## src/rtl/kmuf_ram.sv

```systemverilog
module kmuf_ram #(
   parameter int WIDTH = 8,
   parameter int DEPTH = 16
) (
   input  logic                     clock,
   input  logic                     wr_en,
   input  logic [$clog2(DEPTH)-1:0] wr_addr,
   input  logic [WIDTH-1:0]         wr_data,
   input  logic [$clog2(DEPTH)-1:0] rd_addr,
   output logic [WIDTH-1:0]         rd_data
);

   logic [WIDTH-1:0] mem [DEPTH];
   logic [WIDTH-1:0] rd_data_ff;

   // Write one entry, read one entry, registered read
   always_ff @(posedge clock) begin
      if (wr_en) begin
         mem[wr_addr] <= wr_data;
      end
      rd_data_ff <= mem[rd_addr];
   end

   assign rd_data = rd_data_ff;

endmodule

```

## config.mk

```make
export PLATFORM = sky130hd
export DESIGN_NAME = kmuf_ram
export DESIGN_NICKNAME = d
export VERILOG_FILES = /design/src/rtl/kmuf_ram.sv
export SDC_FILE = /design/constraint.sdc
export NUM_CORES = 1
export LEC_CHECK = 0
export CAP_MARGIN = 40
export CORE_ASPECT_RATIO = 1.25
export CORE_MARGIN = 3
export CORE_UTILIZATION = 40
export DETAILED_ROUTE_END_ITERATION = 8
export DONT_BUFFER_PORTS = 1
export PLACE_DENSITY_LB_ADDON = 0.2
export SLEW_MARGIN = 20
export SYNTH_ARGS = -nofsm -noshare
export SYNTH_HDL_FRONTEND = slang
export SYNTH_SLANG_ARGS = --single-unit
```

## constraint.sdc

```tcl
create_clock -name clock -period 2.8 [get_ports clock]
set_input_delay 0.42 -clock clock [delete_from_list [all_inputs] [get_ports clock]]
set_output_delay 0.42 -clock clock [all_outputs]
set_load 0.005 [all_outputs]
```

# [After elaboration in Yosys (flattened, before gate mapping)]
# Memory sizes are Yosys's and may differ from the RTL's. A register that Yosys moved wholly into a read port is not among the register bits.
# Index checks and enable logic that the tools add are counted.
[word_totals] memories=1 register_bits=0 wordCells=3 input_bits=18 out_inout_bits=8 ram_bits=128
[op_classes] mux=2
[mem_list] name="mem" words=16 word_bits=8 read_ports=1 rd_clocked_by_memory_dff=1 write_ports=1 line="13" rtl="logic [WIDTH-1:0] mem [DEPTH];"
[op_table] op="$mux 1" count=2

# [Depth between registers and ports, before layout]
# Gate-level depths: netlist (run 1).
[depth] depth_word=2 mapped_depth=5 depth_no_buf=3

# [Worst setup path after synthesis (run 1)]
# No wires, ideal clock.
[synth_path] path_type="input to register" startpoint="in wr_addr[2]" endpoint="mem mem[0][0] (enable)" slack_ps=887 required_ps=2417 arrival_ps=1530 setup_time_ps=383 n_path_buf=0 cell_stages=2 cell_sequence="or3b_2 > nor3_1"
[synth_rtl] element="start: declaration" line="7" rtl="input logic [$clog2(DEPTH)-1:0] wr_addr,"
[synth_rtl] element="end: declaration" line="13"
# Straight into the memory's write port.

==> reports/qor.csv, run 1 <==
metric;value;unit
most frequent cells after synthesis;128 x edfxtp_1, 18 x mux4_2, 16 x a22oi_1;
max cap viols;0;
worst slew pin tran;768;ps
peak supply drop;0.000433;V
Power Dens Cells;765;mW/mm^2
Final Hold Violating Endpoints;0;
Rows;45;
Avg Cell Area, Syn;22.5;sq um
Cell Area, Synth;0.00515;sq mm
Design Power;4.50;mW
Worst EP arrival;1800;ps
Mapped Nets;247;
Slew HR;0.486;
total CTS buffers;17;
fin crit share;0.540;
Initial Util;0.416;
f_max;661;MHz
Total Wirelength;9.84;mm
worst hold slack;106;ps
Fin Setup TNS;0;ps
clk sink count;136;
status;completed;
vias per inst;5.27;
PortBufs;0;
Chip Width;107;um
Top Family by Delay on Critical Path;multiplexers;
RSZ-0062 raised after global routing;false;
share of layout cells above drive strength 1;0.214;
Core Area;0.0124;sq mm
nets@finish;262;
CP max FO;1;
Ant. Diodes;0;
worst-skew pair later-pin latency;410;ps
top cells by area, synth;edfxtp_1 75%, mux4_2 7.9%, mux4_1 7.1%;
first-pass GRT wire length;14.8;mm
crit path kind;flip-flop to flip-flop;
Final Core Density;0.475;
GRT Overall Usage;0.151;
CP max stage cell;mux4_1;
sequential-to-total area share from yosys stat;0.778;
Die Ht;133;um
final setup violation count;0;
initial antenna violation count;0;
gr ovfl total;0;
Post-synth EDFFs;128;
area grow syn2layout;14.2;%
vias in the first global route;2346;
clk slew on worst S/H paths;60;ps
CP cell instances;mux4_1 -> a22oi_1 -> nand2_1;
post-synthesis cell type count;19;
non-filler cells, final;421;
clock buffer depth;2;
GP Congestion;0.781;
Period minus WS final;1510;ps
H-tree depth;4;
CP required;3090;ps
Worst path max stage delay;580;ps
DR DRC count;0;
Iteration-0 DRC Markers;149;
FILL cells;1048;
Root Buffer Master;clkbuf_16;
Post-DRT Antenna Nets;0;
fin. max-slew vios;0;
quantity of hold-fixing buffers added after cts;0;
Mapped Cells;229;
#FFs+latches synth;136;
leakage;1.92;nW
Critical path buffers and inverters;0;
area leader, netlist;edfxtp_1;
largest net degree at the start of global routing;33;
Final Cell Area;0.00588;sq mm
Setup Fix Bufs, Post-CTS;0;
Inst Count DP;387;
final worst slack;1290;ps
CP Capture Type;flip-flop;
drt first pass iters;5;
most frequent cell after synthesis;edfxtp_1;
dominant synthesized flop cell;edfxtp_1;
Ys Warns;0;
worst hold-check path type;primary input to flip-flop;
top-area cell type share of the netlist area;0.747;
CTS tree;yes;
vias after detailed routing;2218;
Post-DP Area;0.00530;sq mm
Startpoint Class;flip-flop;
Resize count post-CTS;0;
boundary pin count;26;
hpwl dp;6.20;mm
final setup skew;5.03;ps
asr flop ratio synth;0;
DR WL/cell;23.4;um
Post-Place Setup Slack;954;ps
die footprint;0.0143;sq mm
[per-layer routing]
| layer | share of wire | track usage | vias to the layer above |
|---|---|---|---|
| li1 | - | - | 1004 |
| met1 | 0.41 | 0.196 | 1140 |
| met2 | 0.51 | 0.232 | 58 |
| met3 | 0.056 | 0.0439 | 16 |
| met4 | 0.028 | 0.0744 | 0 |
| met5 | 0 | 0 | - |
[cell type report]
type                            count  area [sq um]  share of cell area
Multi-Input combinational cell     83          1060               0.180
Tap cell                          164           205              0.0349
Sequential cell                   136          4000               0.681
Clock buffer                       22           508              0.0864
Timing Repair Buffer                6          45.0             0.00766
Clock inverter                     10          60.1              0.0102
[state kept, by name (all words and copies together) (netlist names)]
| name | count |
|---|---|
| mem | 128 |
| rd_data | 8 |
[where the power goes]
group	internal [mW]	total [mW]	switching, mW	leakage, nW
combinational	0.0660	0.124	0.0582	0.402
sequential	2.28	2.29	0.0144	1.22
clock	1.29	2.08	0.795	0.291
total	3.63	4.50	0.868	1.92
[cells by family after synthesis]
| logic type | share of synthesized area |
|---|---|
| and+or+nand+nor | 0.0318 |
| buffers and inverters | 0.0168 |
| AOI/OAI and AO/OA | 0.0233 |
| muxes | 0.150 |
| DFF | 0.778 |
[final timing paths]
path,to,cells after the start,slack [ps],startpoint
max,rd_data[1],3,1290,mem[1][1]
min,mem[2][2],0,110,wr_data[2]
max reg2reg,rd_data[1],3,1290,mem[1][1]
min reg2reg,rd_data[1],3,670,mem[14][1]
[placed cells by master, fill, tap and decap left out, types with 2 or more instances in the layout]
master,n
edfxtp_1,128
clkbuf_16,20
mux4_2,18
a22oi_1,16
mux4_1,14
nor2_1,13
nand2_1,9
dfxtp_1,8
buf_4,6
inv_4,5
nor3_1,4
clkinv_2,4
nand3b_1,2
nand2b_1,2
clkbuf_1,2
No activity file was read; power rests on OpenSTA's default activity.
==> run 2: changes to the inputs <==
ABC_AREA = 1   (was unset)
clock period = 1.5 ns   (was 2.8 ns; I/O delays follow)
==> run 2 against run 1 <==
Non-clock buffer count is 22 higher. Die area up 11%. Combinational power rose to 3.4 times the previous value. Clock skew up 6.4 ps. Via count grew 65%. Final cell count increased by 81%. First-iteration DRC count increased by 47%. Power grew 96%. Critical path depth shrank 2. Register-to-register slack lost 840 ps. Count of clock-buffer cells in the layout decreased by 4. Clock power up 97%. Largest power group unchanged.
==> reports/qor.csv, run 2 <==
metric;value;unit;change
first-pass GRT wire length;20.0;mm;+35%
Final Hold Violating Endpoints;0;;unchanged
CP max stage cell;dlygate4sd3_1;;
area leader, netlist;edfxtp_1;;
CP cell instances;dlygate4sd3_1;;
Critical path buffers and inverters;1;;+1
Avg Cell Area, Syn;10.5;sq um;-53%
clock buffer depth;2;;unchanged
hpwl dp;8.02;mm;+29%
Post-DRT Antenna Nets;0;;unchanged
area grow syn2layout;15.6;%;
Post-synth EDFFs;128;;unchanged
final worst slack;320;ps;-967 ps
post-synthesis cell type count;12;;-7
DR DRC count;0;;unchanged
CP max FO;16;;+15
Ant. Diodes;0;;unchanged
Reg area;0.00400;sq mm;unchanged
clk sink count;136;;unchanged
final setup skew;11.4;ps;+6.39 ps
Final Cell Area;0.00666;sq mm;+13%
worst hold-check path type;primary input to flip-flop;;
CP required;1590;ps;-1500 ps
vias per inst;4.80;;-9.0%
#FFs+latches synth;136;;unchanged
most frequent cells in the layout;173 x nand2_1, 128 x edfxtp_1, 100 x inv_1, 97 x nand3_1;;
Startpoint Class;primary input;;
CTS tree;yes;;
Mapped Nets;569;;+130%
wire length on met3;736;um;+34%
Mapped Cells;551;;+140%
Cell Area, Synth;0.00577;sq mm;+12%
commonest non-fill, non-tap cell in the layout;nand2_1;;
Post-DP Area;0.00599;sq mm;+13%
drt first pass iters;5;;unchanged
initial antenna violation count;0;;unchanged
leakage;2.84;nW;+48%
asr flop ratio synth;0;;unchanged
Iteration-0 DRC Markers;219;;+47%
Setup Fix Bufs, Post-CTS;0;;unchanged
Top Family by Delay on Critical Path;buffers and inverters;;
max reg flops;128;;unchanged
Period minus WS final;1180;ps;
crit path kind;primary input to flip-flop;;
Top reg by flops;mem;;
die footprint;0.0159;sq mm;+11%
FILL cells;1266;;+21%
largest net degree at the start of global routing;66;;+100%
worst-skew pair later-pin latency;410;ps;about the same
uppermost routed layer;met4;;
share of layout cells above drive strength 1;0.0852;;-0.129
peak supply drop;0.000612;V;+41%
most frequent cells after synthesis;173 x nand2_1, 128 x edfxtp_1, 100 x inv_1;;
Fin Setup TNS;0;ps;unchanged
multi-input combinational cell area;0.00121;sq mm;+15%
total CTS buffers;17;;unchanged
Core Area;0.0139;sq mm;+12%
top-area cell type share of the netlist area;0.667;;-0.0802
CP Capture Type;flip-flop;;
GRT Overall Usage;0.172;;+0.0217
Power Dens Cells;1320;mW/mm^2;+73%
Die Ht;140;um;+5.6%
f_max;848;MHz;
fin crit share;0.787;;
M1 WL;5.14;mm;+28%
Post-Place Setup Slack;232;ps;-721 ps
top cells by area, synth;edfxtp_1 67%, nand2_1 11%, nand3_1 8.4%;;
H-tree depth;4;;unchanged
DR WL/cell;16.9;um;-28%
boundary pin count;26;;unchanged
vias after detailed routing;3654;;+65%
met2 wire length;6.66;mm;+33%
vias in the first global route;3634;;+55%
RSZ-0062 raised after global routing;false;;
Total Wirelength;12.9;mm;+31%
max cap viols;0;;unchanged
Chip Width;113;um;+5.5%
fin. max-slew vios;0;;unchanged
Initial Util;0.414;;-0.00167
final setup violation count;0;;unchanged
sequential-to-total area share from yosys stat;0.694;;-0.0835
gr ovfl total;0;;unchanged
Worst path max stage delay;1040;ps;+460 ps
dominant synthesized flop cell;edfxtp_1;;
PortBufs;0;;unchanged
status;completed;;
GP Congestion;0.821;;+5.1%
Slew HR;0.482;;-0.00477
Root Buffer Master;clkbuf_16;;
Resize count post-CTS;0;;unchanged
Rows;48;;+6.7%
most frequent cell after synthesis;nand2_1;;
Ys Warns;0;;unchanged
worst slew pin tran;775;ps;+7.44 ps
clk slew on worst S/H paths;60;ps;about the same
Worst EP arrival;1270;ps;-530 ps
nets@finish;592;;+130%
run 2: cell count changes after synthesis, sizes merged, moves of 2 or more:
cell           previous run  this run
mux4                     32         0
nand2b                    2         0
nor2                     13        17
nand2                     9       173
nor3                      4         0
inv                       0       102
buf                       7        24
nand3                     1        97
a22oi                    16         0
clkdlybuf4s25             3         0
run 2: timing repair:
action                     in CTS  in global routing
setup endpoints to repair       0                  0
hold buffers                    9                  0
hold endpoints to repair      134                  0
run 2: where the power goes:
part	leakage (nW)	internal (mW)	switching, mW
Clock	0.281	2.59	1.51
Combinational	1.34	0.137	0.288
Sequential	1.22	4.25	0.0311
Total	2.84	6.98	1.83
run 2: path summary, 6_finish.rpt:
kind / startpoint / to / slack, ps / cells past startpoint
max: wr_data[3] / mem[12][3] / 320 / 1
min: rd_addr[3] / rd_data[7] / 20 / 2
max reg2reg: mem[1][1] / rd_data[1] / 450 / 6
min reg2reg: mem[12][1] / rd_data[1] / 660 / 6
run 2: per-layer routing:
| metal | up-vias | track usage |
|---|---|---|
| met3 | 19 | 0.0385 |
| met5 | - | 0 |
| met1 | 1718 | 0.208 |
| met2 | 97 | 0.294 |
| met4 | 0 | 0.0759 |
| li1 | 1820 | - |
run 2: area by class of cell:
| class | count | share of cell area |
|---|---|---|
| timing repair buffer | 28 | 0.0387 |
| multi-input combinational | 289 | 0.182 |
| inverter | 102 | 0.0575 |
| clock buffer | 18 | 0.0644 |
| tap | 175 | 0.0329 |
| clock inverter | 14 | 0.0237 |
| sequential | 136 | 0.601 |
run 2: cells by family after synthesis:
logic type / synth area share
buf+inv: 0.0952
flops: 0.694
simple gates: 0.210
run 2: metrics by stage:
stage | hold slack, ps | utilization | power (mW) | cells
global placement | 325 | 0.430 | 4.71 | 721
detailed placement | 325 | 0.430 | 4.71 | 721
CTS | 15.4 | 0.478 | 8.86 | 762
floorplan | 324 | - | 4.65 | 551
finish | 21.1 | 0.478 | 8.81 | 762
global route | 31.7 | 0.478 | 9.09 | 762
==> run 3: changes to the inputs <==
clock period = 1.1 ns   (was 1.5 ns; I/O delays follow)
==> run 3 against run 2 <==
Largest power group unchanged. Routed wire length up 3.1%. Critical endpoint is now mem[10][7]. Flip-flop and latch count did not move. Clock power is 30% higher. Sequential power rose by 36%. Worst hold slack worse by 170 ps. Final cell count increased by 0.66%. First-iteration DRC count up 4.1%. Power up 34%. Sequential share of layout area down 0.45 points. Combinational power grew 43%. The flow now finishes with violations (hold timing). Non-clock buffer count grew 5. Count of clock-buffer cells in the layout grew 6.
==> reports/qor.csv, run 3 (synthesis results as in run 2) <==
metric;value;unit;change
initial antenna violation count;0;;unchanged
commonest non-fill, non-tap cell in the layout;nand2_1;;
Clk pwr share;0.452;;-0.014
max reg flops;128;;unchanged
worst hold-check path type;primary input to flip-flop;;
die footprint;0.0159;sq mm;unchanged
Design Power;11.8;mW;+34%
Worst EP arrival;1180;ps;-90 ps
worst hold slack;-146;ps;-168 ps
clk slew on worst S/H paths;50;ps;about the same
boundary pin count;26;;unchanged
clk sink count;136;;unchanged
Internal;9.33;mW;+34%
non-filler cells, final;767;;+0.66%
largest net degree at the start of global routing;66;;unchanged
share of layout cells above drive strength 1;0.0912;;+0.00604
DR WL/cell;17.3;um;+2.5%
max cap viols;0;;unchanged
vias per inst;4.85;;+1.1%
f_max;929;MHz;
Iteration-0 DRC Markers;228;;+4.1%
final setup violation count;0;;unchanged
Core Area;0.0139;sq mm;unchanged
most frequent cells in the layout;173 x nand2_1, 128 x edfxtp_1, 100 x inv_1, 97 x nand3_1, 19 x buf_4;;
Startpoint Class;primary input;;
final setup skew;6.74;ps;-4.68 ps
Critical path buffers and inverters;1;;unchanged
gr ovfl total;0;;unchanged
Inst Count DP;725;;+0.55%
CP max FO;16;;unchanged
crit path kind;primary input to flip-flop;;
total CTS buffers;17;;unchanged
drt first pass iters;5;;unchanged
Top reg by flops;mem;;
leakage;2.91;nW;+2.2%
PortBufs;0;;unchanged
RSZ-0062 raised after global routing;false;;
worst slew pin tran;805;ps;+29.7 ps
failing checks;hold timing;;
Top Family by Delay on Critical Path;buffers and inverters;;
CP max stage cell;dlygate4sd3_1;;
Post-Place Setup Slack;-26.1;ps;-259 ps
Chip Width;113;um;unchanged
Ant. Diodes;0;;unchanged
Logic pwr share;0.052;;+0.004
hpwl dp;8.20;mm;+2.3%
peak supply drop;0.00101;V;+65%
Die Ht;140;um;unchanged
Period minus WS final;1080;ps;
Rows;48;;unchanged
H-tree depth;4;;unchanged
DR DRC count;0;;unchanged
Hold Crit Start;wr_data[5];;
nets@finish;597;;+0.84%
CP startpoint;wr_data[7];;
worst-skew pair later-pin latency;410;ps;about the same
clock buffer depth;2;;unchanged
final worst slack;23.7;ps;-296 ps
Root Buffer Master;clkbuf_16;;
Slew HR;0.464;;-0.0181
vias after detailed routing;3719;;+1.8%
GP Congestion;0.777;;-5.3%
GRT Overall Usage;0.180;;+0.00763
Seq pwr share;0.497;;+0.011
first-pass GRT wire length;21.0;mm;+5.2%
Final Hold Violating Endpoints;16;;+16
CTS tree;yes;;
switching power;2.43;mW;+33%
Net Sw Frac;0.207;;-0.000580
CP required;1210;ps;-380 ps
fin. max-slew vios;0;;unchanged
Initial Util;0.414;;unchanged
Total Wirelength;13.3;mm;+3.1%
fin crit share;0.978;;
quantity of hold-fixing buffers added after cts;10;;+1
Worst path max stage delay;1010;ps;-30 ps
area grow syn2layout;16.4;%;
worst r2r src;mem[0][2];;
Post-DRT Antenna Nets;0;;unchanged
CP Capture Type;flip-flop;;
vias in the first global route;3720;;+2.4%
Power Dens Cells;1750;mW/mm^2;+33%
CP cell instances;dlygate4sd3_1;;
status;finished, violations left;;
## run 3: cell count changes in the layout (fill, tap and decap cells not counted), sizes merged
| cell | before | now |
|---|---|---|
| clkinv | 8 | 5 |
| dlygate4sd3 | 9 | 6 |
| buf | 19 | 23 |
| clkinvlp | 3 | 2 |
| bufinv | 3 | 1 |
| clkbuf | 18 | 24 |
| dlymetal6s4s | 0 | 4 |
## run 3: worst paths after layout
kind	endpoint	cells past startpoint	slack, ps
min reg2reg	rd_data[1]	6	650
max reg2reg	rd_data[2]	6	100
max	mem[10][7]	1	20
min	mem[11][5]	0	-150
## run 3: power by group through the flow
stage	logic, mW	registers (mW)	clock network (mW)
2_1_floorplan	0.409	5.93	0
6_report	0.609	5.84	5.32
3_3_place_gp	0.494	5.95	0
3_5_place_dp	0.498	5.95	0
4_1_cts	0.617	5.85	5.39
5_1_grt	0.686	5.85	5.65
## run 3: worst register-to-register path: stages (launching register included)
cell      delay, ps
edfxtp_1        370
inv_1            60
nand2_1          50
nand3_1          70
nand3_1         100
nand3_1         170
nand2_1          80
## run 3: layout make-up
class | instances | area, sq um
Multi-Input combinational cell | 289 | 1210
Inverter | 102 | 383
Clock buffer | 24 | 492
Fill cell | 1291 | 7220
Timing Repair Buffer | 33 | 333
Clock inverter | 8 | 70.1
Tap cell | 175 | 219
Sequential cell | 136 | 4000
## run 3: repair_timing
action                                 4_1_cts  5_1_grt
endpoints found under the hold margin      136       16
setup buffers                                0        0
setup endpoints to repair                    0       63
resized for setup                            0        4
## run 3: routing by layer
metal	vias up	track usage	routed length [um]
met5	-	0	0
met4	0	0.0595	252
met3	21	0.0406	621
met2	88	0.306	6860
met1	1782	0.227	5560
li1	1828	-	-
## run 3: stage by stage
step | hold WS (ps) | TNS [ps] | utilization | instance area [sq um]
2_1_floorplan | 264 | -1010 | - | 5770
3_3_place_gp | 265 | 0 | 0.434 | 6040
3_5_place_dp | 265 | -26.1 | 0.434 | 6040
4_1_cts | -164 | 0 | 0.481 | 6700
5_1_grt | -170 | 0 | 0.482 | 6710
6_report | -146 | 0 | 0.482 | 6710
